`config.mk`:
```
export PLATFORM = sky130hd
export DESIGN_NAME = linear_interpolating_resampler_top
export DESIGN_NICKNAME = d
export VERILOG_FILES = /design/src/design/lirs_pkg.sv /design/src/design/lirs_front.sv /design/src/design/lirs_queue.sv /design/src/design/lirs_back.sv /design/src/design/linear_interpolating_resampler_top.sv
export SDC_FILE = /design/constraint.sdc
export NUM_CORES = 1
export LEC_CHECK = 0
export BUFFER_PORTS_ARGS = -buffer_cell sky130_fd_sc_hd__buf_2
export CAP_MARGIN = 0
export CORE_MARGIN = 1
export CORE_UTILIZATION = 55
export DETAILED_ROUTE_END_ITERATION = 8
export PLACE_DENSITY = 0.73
export SETUP_SLACK_MARGIN = 0.4
export SLEW_MARGIN = 5
export SYNTH_ARGS = -nofsm -noshare
export SYNTH_HDL_FRONTEND = slang
export SYNTH_SLANG_ARGS = --single-unit
```
`constraint.sdc`:
```
create_clock -name clk -period 7.95 [get_ports clk]
set_clock_uncertainty 0.15 [all_clocks]
set_input_delay 2.385 -clock clk [delete_from_list [all_inputs] [get_ports clk]]
set_output_delay 2.385 -clock clk [all_outputs]
set_load 0.02 [all_outputs]
```
`src/design/lirs_pkg.sv`:
```
package lirs_pkg;

  // Phase accumulator format.
  localparam int PHASE_FRAC_BITS = 16;
  localparam int PHASE_W         = PHASE_FRAC_BITS + 5;
  localparam int STEP_W          = 21;
  localparam int SUM_W           = ((PHASE_W > STEP_W) ? PHASE_W : STEP_W) + 1;
  localparam logic [PHASE_W-1:0] PHASE_ONE = PHASE_W'(1) << PHASE_FRAC_BITS;
  localparam logic [PHASE_W-1:0] PHASE_MAX = '1;
  localparam logic [STEP_W-1:0]  STEP_RESET = STEP_W'(79183);

  // Run length cap per native sample.
  localparam int MAX_RUN = 8;
  localparam int RUN_W   = $clog2(MAX_RUN + 1);

  // Native sample queue between front and back.
  localparam int QDEPTH = 4;
  localparam int QPTR_W = $clog2(QDEPTH);

  // Native sample width: FM plus PSG needs one bit of headroom.
  localparam int NAT_W = 17;

  typedef struct packed {
    logic                    push;
    logic signed [NAT_W-1:0] sample;
  } q_push_t;

  typedef struct packed {
    logic                    empty;
    logic signed [NAT_W-1:0] sample;
  } q_head_t;

endpackage

```
`src/design/lirs_front.sv`:
```
module lirs_front
  import lirs_pkg::*;
(
  input  logic               in_valid,
  output logic               in_ready,
  input  logic signed [15:0] fm_sample,
  input  logic               fm_valid,
  input  logic signed [15:0] psg_sample,
  input  logic               psg_valid,
  input  logic               q_full,
  output q_push_t            q_push
);

  logic signed [NAT_W-1:0] fm_ext;
  logic signed [NAT_W-1:0] psg_ext;

  // Classify the beat: FM plus PSG, FM alone, or silence.
  // A beat is taken whenever the queue has room.
  always_comb begin
    fm_ext  = NAT_W'(fm_sample);
    psg_ext = psg_valid ? NAT_W'(psg_sample) : '0;
    q_push.sample = fm_valid ? (fm_ext + psg_ext) : '0;
    q_push.push   = in_valid && !q_full;
  end

  assign in_ready = !q_full;

endmodule

```
`src/design/lirs_queue.sv`:
```
module lirs_queue
  import lirs_pkg::*;
(
  input  logic    clk,
  input  logic    rst,
  input  q_push_t q_push,
  input  logic    pop,
  output logic    full,
  output q_head_t head
);

  logic signed [NAT_W-1:0] mem [QDEPTH];
  logic [QPTR_W-1:0]       wr_ptr;
  logic [QPTR_W-1:0]       rd_ptr;
  logic [QPTR_W:0]         count;
  logic                    do_pop;

  assign full        = (count == (QPTR_W+1)'(QDEPTH));
  assign head.empty  = (count == '0);
  assign head.sample = mem[rd_ptr];
  assign do_pop      = pop && !head.empty;

  // Storage for queued native samples.
  always_ff @(posedge clk) begin
    if (q_push.push) begin
      mem[wr_ptr] <= q_push.sample;
    end
  end

  // Pointers and fill count.
  always_ff @(posedge clk) begin
    if (rst) begin
      wr_ptr <= '0;
      rd_ptr <= '0;
      count  <= '0;
    end else begin
      if (q_push.push) begin
        wr_ptr <= wr_ptr + 1'b1;
      end
      if (do_pop) begin
        rd_ptr <= rd_ptr + 1'b1;
      end
      case ({q_push.push, do_pop})
        2'b10:   count <= count + 1'b1;
        2'b01:   count <= count - 1'b1;
        default: count <= count;
      endcase
    end
  end

endmodule

```
`src/design/lirs_back.sv`:
```
module lirs_back
  import lirs_pkg::*;
(
  input  logic               clk,
  input  logic               rst,
  input  logic [STEP_W-1:0]  phase_step,
  input  q_head_t            head,
  output logic               pop,
  output logic               out_valid,
  input  logic               out_ready,
  output logic signed [15:0] sample_out,
  output logic               last_of_run
);

  typedef enum logic [1:0] {
    S_IDLE,
    S_RUN,
    S_EMIT
  } state_t;

  localparam int DIFF_W = NAT_W + 1;
  localparam int PROD_W = DIFF_W + 9;
  localparam int V_W    = NAT_W + 3;

  state_t                  state;
  logic [PHASE_W-1:0]      phase;
  logic signed [NAT_W-1:0] older;
  logic signed [NAT_W-1:0] newer;
  logic [RUN_W-1:0]        run_cnt;
  logic signed [PROD_W-1:0] prod;

  logic                     slot_free;
  logic                     emit_fire;
  logic [SUM_W-1:0]         phase_sum;
  logic [PHASE_W-1:0]       phase_adv;
  logic [RUN_W-1:0]         run_cnt_next;
  logic                     last;
  logic signed [DIFF_W-1:0] diff;
  logic signed [8:0]        frac;
  logic signed [PROD_W-1:0] quot;
  logic signed [V_W-1:0]    v;
  logic signed [15:0]       v_sat;
  logic                     run_more;

  assign pop       = (state == S_IDLE) && !head.empty;
  assign slot_free = !out_valid || out_ready;
  assign emit_fire = (state == S_EMIT) && slot_free;

  // Interpolation weight is the top 8 fraction bits of the phase.
  always_comb begin
    diff = DIFF_W'(newer) - DIFF_W'(older);
    frac = {1'b0, phase[PHASE_FRAC_BITS-1 -: 8]};
    run_more = (run_cnt < RUN_W'(MAX_RUN)) && (phase < PHASE_ONE);
  end

  // Phase advance with saturation, and the end-of-run decision.
  always_comb begin
    phase_sum    = SUM_W'(phase) + SUM_W'(phase_step);
    phase_adv    = (phase_sum > SUM_W'(PHASE_MAX)) ? PHASE_MAX : phase_sum[PHASE_W-1:0];
    run_cnt_next = run_cnt + 1'b1;
    last         = (run_cnt_next == RUN_W'(MAX_RUN)) || (phase_adv >= PHASE_ONE);
  end

  // Floor divide by 256 and add to the older sample, then clamp.
  always_comb begin
    quot = prod >>> 8;
    v    = V_W'(older) + quot[V_W-1:0];
    if (v > V_W'(32767)) begin
      v_sat = 16'sh7fff;
    end else if (v < -V_W'(32768)) begin
      v_sat = -16'sh8000;
    end else begin
      v_sat = v[15:0];
    end
  end

  // Sequencer: load a native sample, then compute and emit each output.
  always_ff @(posedge clk) begin
    if (rst) begin
      state     <= S_IDLE;
      phase     <= PHASE_ONE;
      older     <= '0;
      newer     <= '0;
      run_cnt   <= '0;
      out_valid <= 1'b0;
    end else begin
      // The output beat stays offered until taken; a new one can replace it as it is taken.
      out_valid <= emit_fire || (out_valid && !out_ready);
      case (state)
        S_IDLE: begin
          if (!head.empty) begin
            older   <= newer;
            newer   <= head.sample;
            phase   <= (phase >= PHASE_ONE) ? (phase - PHASE_ONE) : '0;
            run_cnt <= '0;
            state   <= S_RUN;
          end
        end
        S_RUN: begin
          if (run_more) begin
            prod  <= PROD_W'(diff) * PROD_W'(frac);
            state <= S_EMIT;
          end else begin
            state <= S_IDLE;
          end
        end
        S_EMIT: begin
          if (slot_free) begin
            sample_out  <= v_sat;
            last_of_run <= last;
            phase       <= phase_adv;
            run_cnt     <= run_cnt_next;
            state       <= last ? S_IDLE : S_RUN;
          end
        end
        default: state <= S_IDLE;
      endcase
    end
  end

endmodule

```
`src/design/linear_interpolating_resampler_top.sv`:
```
// Channel  Handshake            Payload
// in       in_valid / in_ready  fm_sample, fm_valid, psg_sample, psg_valid
// out      out_valid/out_ready  sample_out, last_of_run
// cfg      cfg_we               cfg_wdata (phase_step)
//
// In the back end each native sample goes through one load state, then a
// multiply state and an emit state per output (the load and multiply states
// only, when it yields none). A four-entry queue decouples the input side.
// Reset is synchronous and returns phase, sample pair and step to defaults.
// A stalled output holds the back end in its emit state; input keeps
// flowing until the queue fills.
module linear_interpolating_resampler_top
  import lirs_pkg::*;
(
  input  logic               clk,
  input  logic               rst,
  input  logic               in_valid,
  output logic               in_ready,
  input  logic signed [15:0] fm_sample,
  input  logic               fm_valid,
  input  logic signed [15:0] psg_sample,
  input  logic               psg_valid,
  output logic               out_valid,
  input  logic               out_ready,
  output logic signed [15:0] sample_out,
  output logic               last_of_run,
  input  logic               cfg_we,
  input  logic [STEP_W-1:0]  cfg_wdata
);

  logic [STEP_W-1:0] phase_step;
  q_push_t           q_push;
  q_head_t           head;
  logic              q_full;
  logic              pop;

  // Step register.
  always_ff @(posedge clk) begin
    if (rst) begin
      phase_step <= STEP_RESET;
    end else if (cfg_we) begin
      phase_step <= cfg_wdata;
    end
  end

  lirs_front u_front (
    .in_valid   (in_valid),
    .in_ready   (in_ready),
    .fm_sample  (fm_sample),
    .fm_valid   (fm_valid),
    .psg_sample (psg_sample),
    .psg_valid  (psg_valid),
    .q_full     (q_full),
    .q_push     (q_push)
  );

  lirs_queue u_queue (
    .clk    (clk),
    .rst    (rst),
    .q_push (q_push),
    .pop    (pop),
    .full   (q_full),
    .head   (head)
  );

  lirs_back u_back (
    .clk         (clk),
    .rst         (rst),
    .phase_step  (phase_step),
    .head        (head),
    .pop         (pop),
    .out_valid   (out_valid),
    .out_ready   (out_ready),
    .sample_out  (sample_out),
    .last_of_run (last_of_run)
  );

endmodule

```
# Yosys cells after proc, flatten, opt, wreduce, memory -nomap -nowiden
# Memory sizes are Yosys's and may differ from the RTL's. A register that Yosys moved wholly into a read port is not among the register bits.
# Cells that the tools add are included.
[op_classes]
div = 0
eq_ne = 8
shift = 0
mux = 19
n_bitwise = 2
n_lt_le_gt_ge = 7
multipliers = 1
n_reduce_logical = 22
add_sub_neg = 10
[op_table]
columns = ["cell", "n"]
rows = [
  ["21-bit two-way mux", 4],
  ["21-bit by 17-bit >= comparator with 1-bit output, second input constant", 2],
  ["21-bit one-hot mux with 2 select lines", 1],
  ["17-bit two-way mux", 2],
  ["18-bit by 9-bit multiplier with 27-bit output", 1],
  ["21-bit by 21-bit adder with 22-bit output", 1],
  ["22-bit by 21-bit > comparator with 1-bit output, second input constant", 1],
  ["21-bit by 17-bit < comparator with 1-bit output, second input constant", 1],
  ["21-bit by 17-bit subtractor with 21-bit output, second input constant", 1],
  ["17-bit by 19-bit adder with 20-bit output", 1],
  ["20-bit by 16-bit > comparator with 1-bit output, second input constant", 1],
  ["20-bit by 16-bit < comparator with 1-bit output, second input constant", 1],
  ["17-bit by 17-bit subtractor with 18-bit output", 1],
  ["17-bit adder", 1],
  ["16-bit two-way mux", 1],
  ["3-bit AND reduction", 3],
  ["4-bit two-way mux", 2],
  ["4-bit one-hot mux with 2 select lines", 1],
  ["1-bit logical AND", 6],
  ["2-bit two-way mux", 3],
  ["2-bit one-hot mux with 3 select lines", 1],
  ["3-bit one-hot mux with 2 select lines", 1],
  ["2-bit by 1-bit adder with 2-bit output, second input constant", 2],
  ["4-bit by 1-bit adder with 4-bit output, second input constant", 1],
  ["other kinds (17)", 29],
]
[word_totals]
elab_cells = 82
out_inout_bits = 19
register_bits = 117
mem_bits_rw = 68
latchBits = 0
memories = 1
romBits = 0
inputBits = 60
[memory_table]
columns = ["memory", "words", "word_bits", "rd", "rd_ports_with_merged_regs", "write_ports", "line_no", "source"]
rows = [
  ["u_queue.mem", 4, 17, 1, 1, 1, "lirs_queue.sv:12", "logic signed [NAT_W-1:0] mem [QDEPTH];"],
]

# Longest topological paths before layout
[logic_depth]
word_depth = 8
depth_mapped = 30
ltp_nobuf = 29

# Hierarchy
# Synthesis repeated with hierarchy kept, for this count alone.
[unflattened]
hier_cells = 1702
area_unflattened_um2 = 16141.7
[by_module_without_submodules]
columns = ["module", "area_per_inst_um2", "cells_each", "instances", "seq_area_each_um2"]
rows = [
  ["lirs_back", 11340.9, 1338, 1, 2322.2],
  ["lirs_queue", 2941.6, 139, 1, 2222.1],
  ["lirs_front", 1083.5, 157, 1, 0.0],
  ["linear_interpolating_resampler_top", 775.7, 68, 1, 420.4],
]

# Worst setup path after synthesis
# No wires, ideal clock.
[synth_path]
path_kind = "register to register"
from = "register u_back.newer[0] (read register of u_queue.mem)"
to = "register u_back.prod[26], data pin"
required_time_ns = 7.540
path_stages_with_launch = 29
path_buffers = 1
arrival_time_ns = 6.451
setup_time_ns = 0.260
period_less_slack_ns = 6.861
setup_slack_ns = 1.089
cell_sequence = "dfxtp_1 -> inv_1 -> ha_1 -> fa_1 -> nor2b_1 -> o21ai_1 -> a21boi_0 -> o21ai_1 -> a2111oi_0 -> or3_1 -> a2111oi_0 -> nor4bb_1 -> clkbuf_1 -> nand2_1 -> fa_1 -> inv_1 -> fa_1 -> fa_1 -> fa_1 -> ha_1 -> a21o_1 -> a21o_1 -> a21o_1 -> nand2_1 -> o21ai_0 -> a211o_1 -> nor2_1 -> o221ai_1 -> xnor2_1"
[synth_between]
elab_chain_len = 2
[synth_rtl]
columns = ["item", "line_no", "source"]
rows = [
  ["from (decl)", "lirs_back.sv:28", "logic signed [NAT_W-1:0] newer;"],
  ["17-bit by 17-bit subtractor with 18-bit output", "lirs_back.sv:51", "diff = DIFF_W'(newer) - DIFF_W'(older);"],
  ["18-bit by 9-bit multiplier with 27-bit output", "lirs_back.sv:101", "prod <= PROD_W'(diff) * PROD_W'(frac);"],
  ["to (signal assigned)", "lirs_back.sv:101", ""],
  ["to (decl)", "lirs_back.sv:30", "logic signed [PROD_W-1:0] prod;"],
]
# Every way passes these cells.
# A chain may end at the register's enable or synchronous reset.

# Worst setup path after layout
# Same ends and word-level chain as after synthesis.

==> reports/metrics.cfg <==
[clock_tree]
cts_tree=done
clock_sinks=194
clkTransAtPathRegs_ps=70
ctsHoldBuffers=0
htreeDepth=4
clk-insertion-delay-late_ps=450
clk_path_buf_depth=2
root_buffer=clkbuf_16
cts_buffers=17

[setup_path]
slowest_stage=fa_1
start_kind=register
cp_slowest_stage_delay_ps=560
path_delay_family=adder cells
cpMostUsedCell=fa_1
crit_buf_inv=3
end_kind=register
cp_data_required_time_ps=8000
crit_type=register to register
crit_fanout=8
worst_ep_arrival_time_ps=7230

[timing]
finalCriticalPeriod_ps=7180
relSlewSlack_pct=28.4
fmax_mhz=139
setup-violations-final=0
drv_slew=0
period_share_pct=90.3
finalHoldViolCount=0
tightest_slew_ps=1070
final.setup.tns_ps=0
rsz0062_at_grt=false

[synthesis]
synth_fp_nets=1936
syn-cell-area_um2=15600
synth.avg_cell_area_um2=9.61
synth_top_flop_cell=edfxtp_1
ys_seq_elements=194
syn_inst=1626
synth.distinct_cells=71
synth_warnings=0
synth_edf_count=104
ys_seq_area_share_pct=31.5
ys_async_sr_fraction_pct=0

[die]
rows=61
die_x_um=171
coreArea_um2=27900
ios=79
die_y_um=171
initial_utilization_pct=56.1
design.die.area_um2=29100

[status]
status=finished, final reports clean

[placement]
dp_hpwl_um=24700
gp_congestion=0.888
post_dp_cell_area_um2=16400
portBuffers=78

[final_layout]
drive_above_1_share_pct=9.82
fillers=2311
multiInputGateArea_um2=9850
final_util_pct=61.0
fin_nets=1998
antennaDiodeCount=0
syn2layout_area_growth_pct=8.88
ff_latch_area_um2=4920
fin_area_um2=17000

[power]
p_per_area_nw_per_um2=265
peakVddDrop_mv=0.163
leakage_nw=7.79

[route]
drc_errors=0
routed_wl_um=32900
final_antenna_net_count=0
wl_per_cell_um=15.8
drtIter0Drc=591
viasPerCell=5.57
drt_pre_antenna_iters=5
vias=11581

[global_routing]
grt_max_degree=40
grt_first_pass_wirelength_um=55800
grt_pass1_vias=11661
antenna_found_initial=0
grt_usage_pct=24.1
grt-ovfl-total=0

[run]
drv_cap=0

[min_path]
hp-class=register to register

-- power by group --
group,switching (mW),total [mW],internal [mW]
combinational,1.44,2.36,0.927
clock,0.388,0.825,0.436
sequential,0.107,1.32,1.22
-- area by class of cell --
cell class	count	area share (%)
sequential	194	29.0
inverter	180	3.97
clock inverter	14	0.765
multi-input combinational	1199	57.9
clock buffer	18	2.52
tap	378	2.78
timing repair buffer	96	3.09
-- synthesized netlist by cell type, drive strengths merged, types with 3 or more instances --
cell type / number / share of area [%]
inv: 180 / 4.3
a21oi: 97 / 3.1
nor3: 29 / 0.99
nand3: 23 / 0.74
nand2: 216 / 5.2
or2: 5 / 0.20
buf: 6 / 0.20
ha: 136 / 11
fa: 114 / 15
o41a: 3 / 0.22
and2: 89 / 3.6
nor4b: 5 / 0.28
mux4: 17 / 2.5
a21o: 40 / 1.9
or3: 6 / 0.24
nor4bb: 3 / 0.19
a211oi: 15 / 0.79
o211ai: 5 / 0.24
o31a: 3 / 0.17
nand2b: 15 / 0.60
dfxtp: 90 / 12
a2111oi: 4 / 0.22
nor2b: 31 / 1.2
a211o: 13 / 0.73
a21boi: 4 / 0.19
o21bai: 13 / 0.62
and3: 11 / 0.44
and3b: 3 / 0.17
nor4: 5 / 0.20
xnor2: 57 / 3.2
o211a: 3 / 0.19
a31o: 4 / 0.22
o21a: 6 / 0.29
a31oi: 5 / 0.20
nand4: 8 / 0.32
edfxtp: 104 / 20
a41oi: 3 / 0.17
xor2: 28 / 1.6
nor2: 84 / 2.0
o21ai: 50 / 1.6
o221ai: 3 / 0.21
o41ai: 5 / 0.33
mux2i: 14 / 0.90
clkbuf: 47 / 1.1
-- tightest hold or removal path: stages, from the launching register on --
cell and delay [ps]:
dfxtp_1 320, nand2_1 60, a21oi_1 50
-- registers in the layout, indices dropped and copies added, names as in the netlist, 3 cells and up --
register	cells
u_back.newer	17
phase_step	21
u_back.older	17
u_back.run_cnt	4
u_back.phase	21
u_back.prod	19
u_back.sample_out	16
u_queue.count	3
u_queue.mem	68
-- logic make-up (layout without fill, tap and decap cells) --
group	after synthesis	in the layout	share of synthesized area [%]
and+or+nand+nor	541	541	16.8
AOI/OAI and AO/OA	291	291	12.3
adders and majority gates	250	250	25.5
buffers and inverters	233	308	5.66
DFF	194	194	31.5
xor gates and xnor gates	85	85	4.77
muxes	32	32	3.42
-- layout by cell type (no fill, tap or decap), drive strengths merged, types with 11 or more instances in the layout --
cell type / synthesis / routed
nor3: 29 / 29
clkbuf: 47 / 18
nand3: 23 / 23
nor2b: 31 / 31
ha: 136 / 136
edfxtp: 104 / 104
xnor2: 57 / 57
and2: 89 / 89
nand2b: 15 / 15
inv: 180 / 185
and3: 11 / 11
nor2: 84 / 84
a21oi: 97 / 97
xor2: 28 / 28
o21ai: 50 / 50
buf: 6 / 96
mux4: 17 / 17
dfxtp: 90 / 90
a21o: 40 / 40
a211oi: 15 / 15
fa: 114 / 114
nand2: 216 / 216
o21bai: 13 / 13
a211o: 13 / 13
mux2i: 14 / 14
-- layer usage --
metal | track usage (%) | vias up | routed length, µm
li1 | - | 5667 | -
met1 | 32.0 | 5615 | 15100
met2 | 40.6 | 254 | 15900
met3 | 3.63 | 45 | 1300
met4 | 7.68 | 0 | 593
met5 | 0 | - | 0
-- path summary, 6_finish.rpt --
kind	end	depth (start not counted)	startpoint	slack, ps
min	u_back.older[0]	2	u_back.newer[0]	320
max	u_back.prod[26]	28	u_back.newer[0]	770
max reg2reg	u_back.prod[26]	28	u_back.newer[0]	770
min reg2reg	u_back.older[0]	2	u_back.newer[0]	320
-- stage by stage --
step                      hold slack, ps  worst slack [ps]  cells  power [mW]
after floorplan                      285              1090   1626        2.90
after global placement               299               635   2045        3.56
final                                320               768   2079        4.51
after CTS                            320               415   2077        4.44
after global routing                 340               357   2079        4.83
after detailed placement             308               426   2045        3.60
-- timing repair --
item	in CTS	in global routing
gates resized for setup	0	8
setup buffers	0	2
setup endpoints to repair	0	8
(Power assumes the default switching activity.)
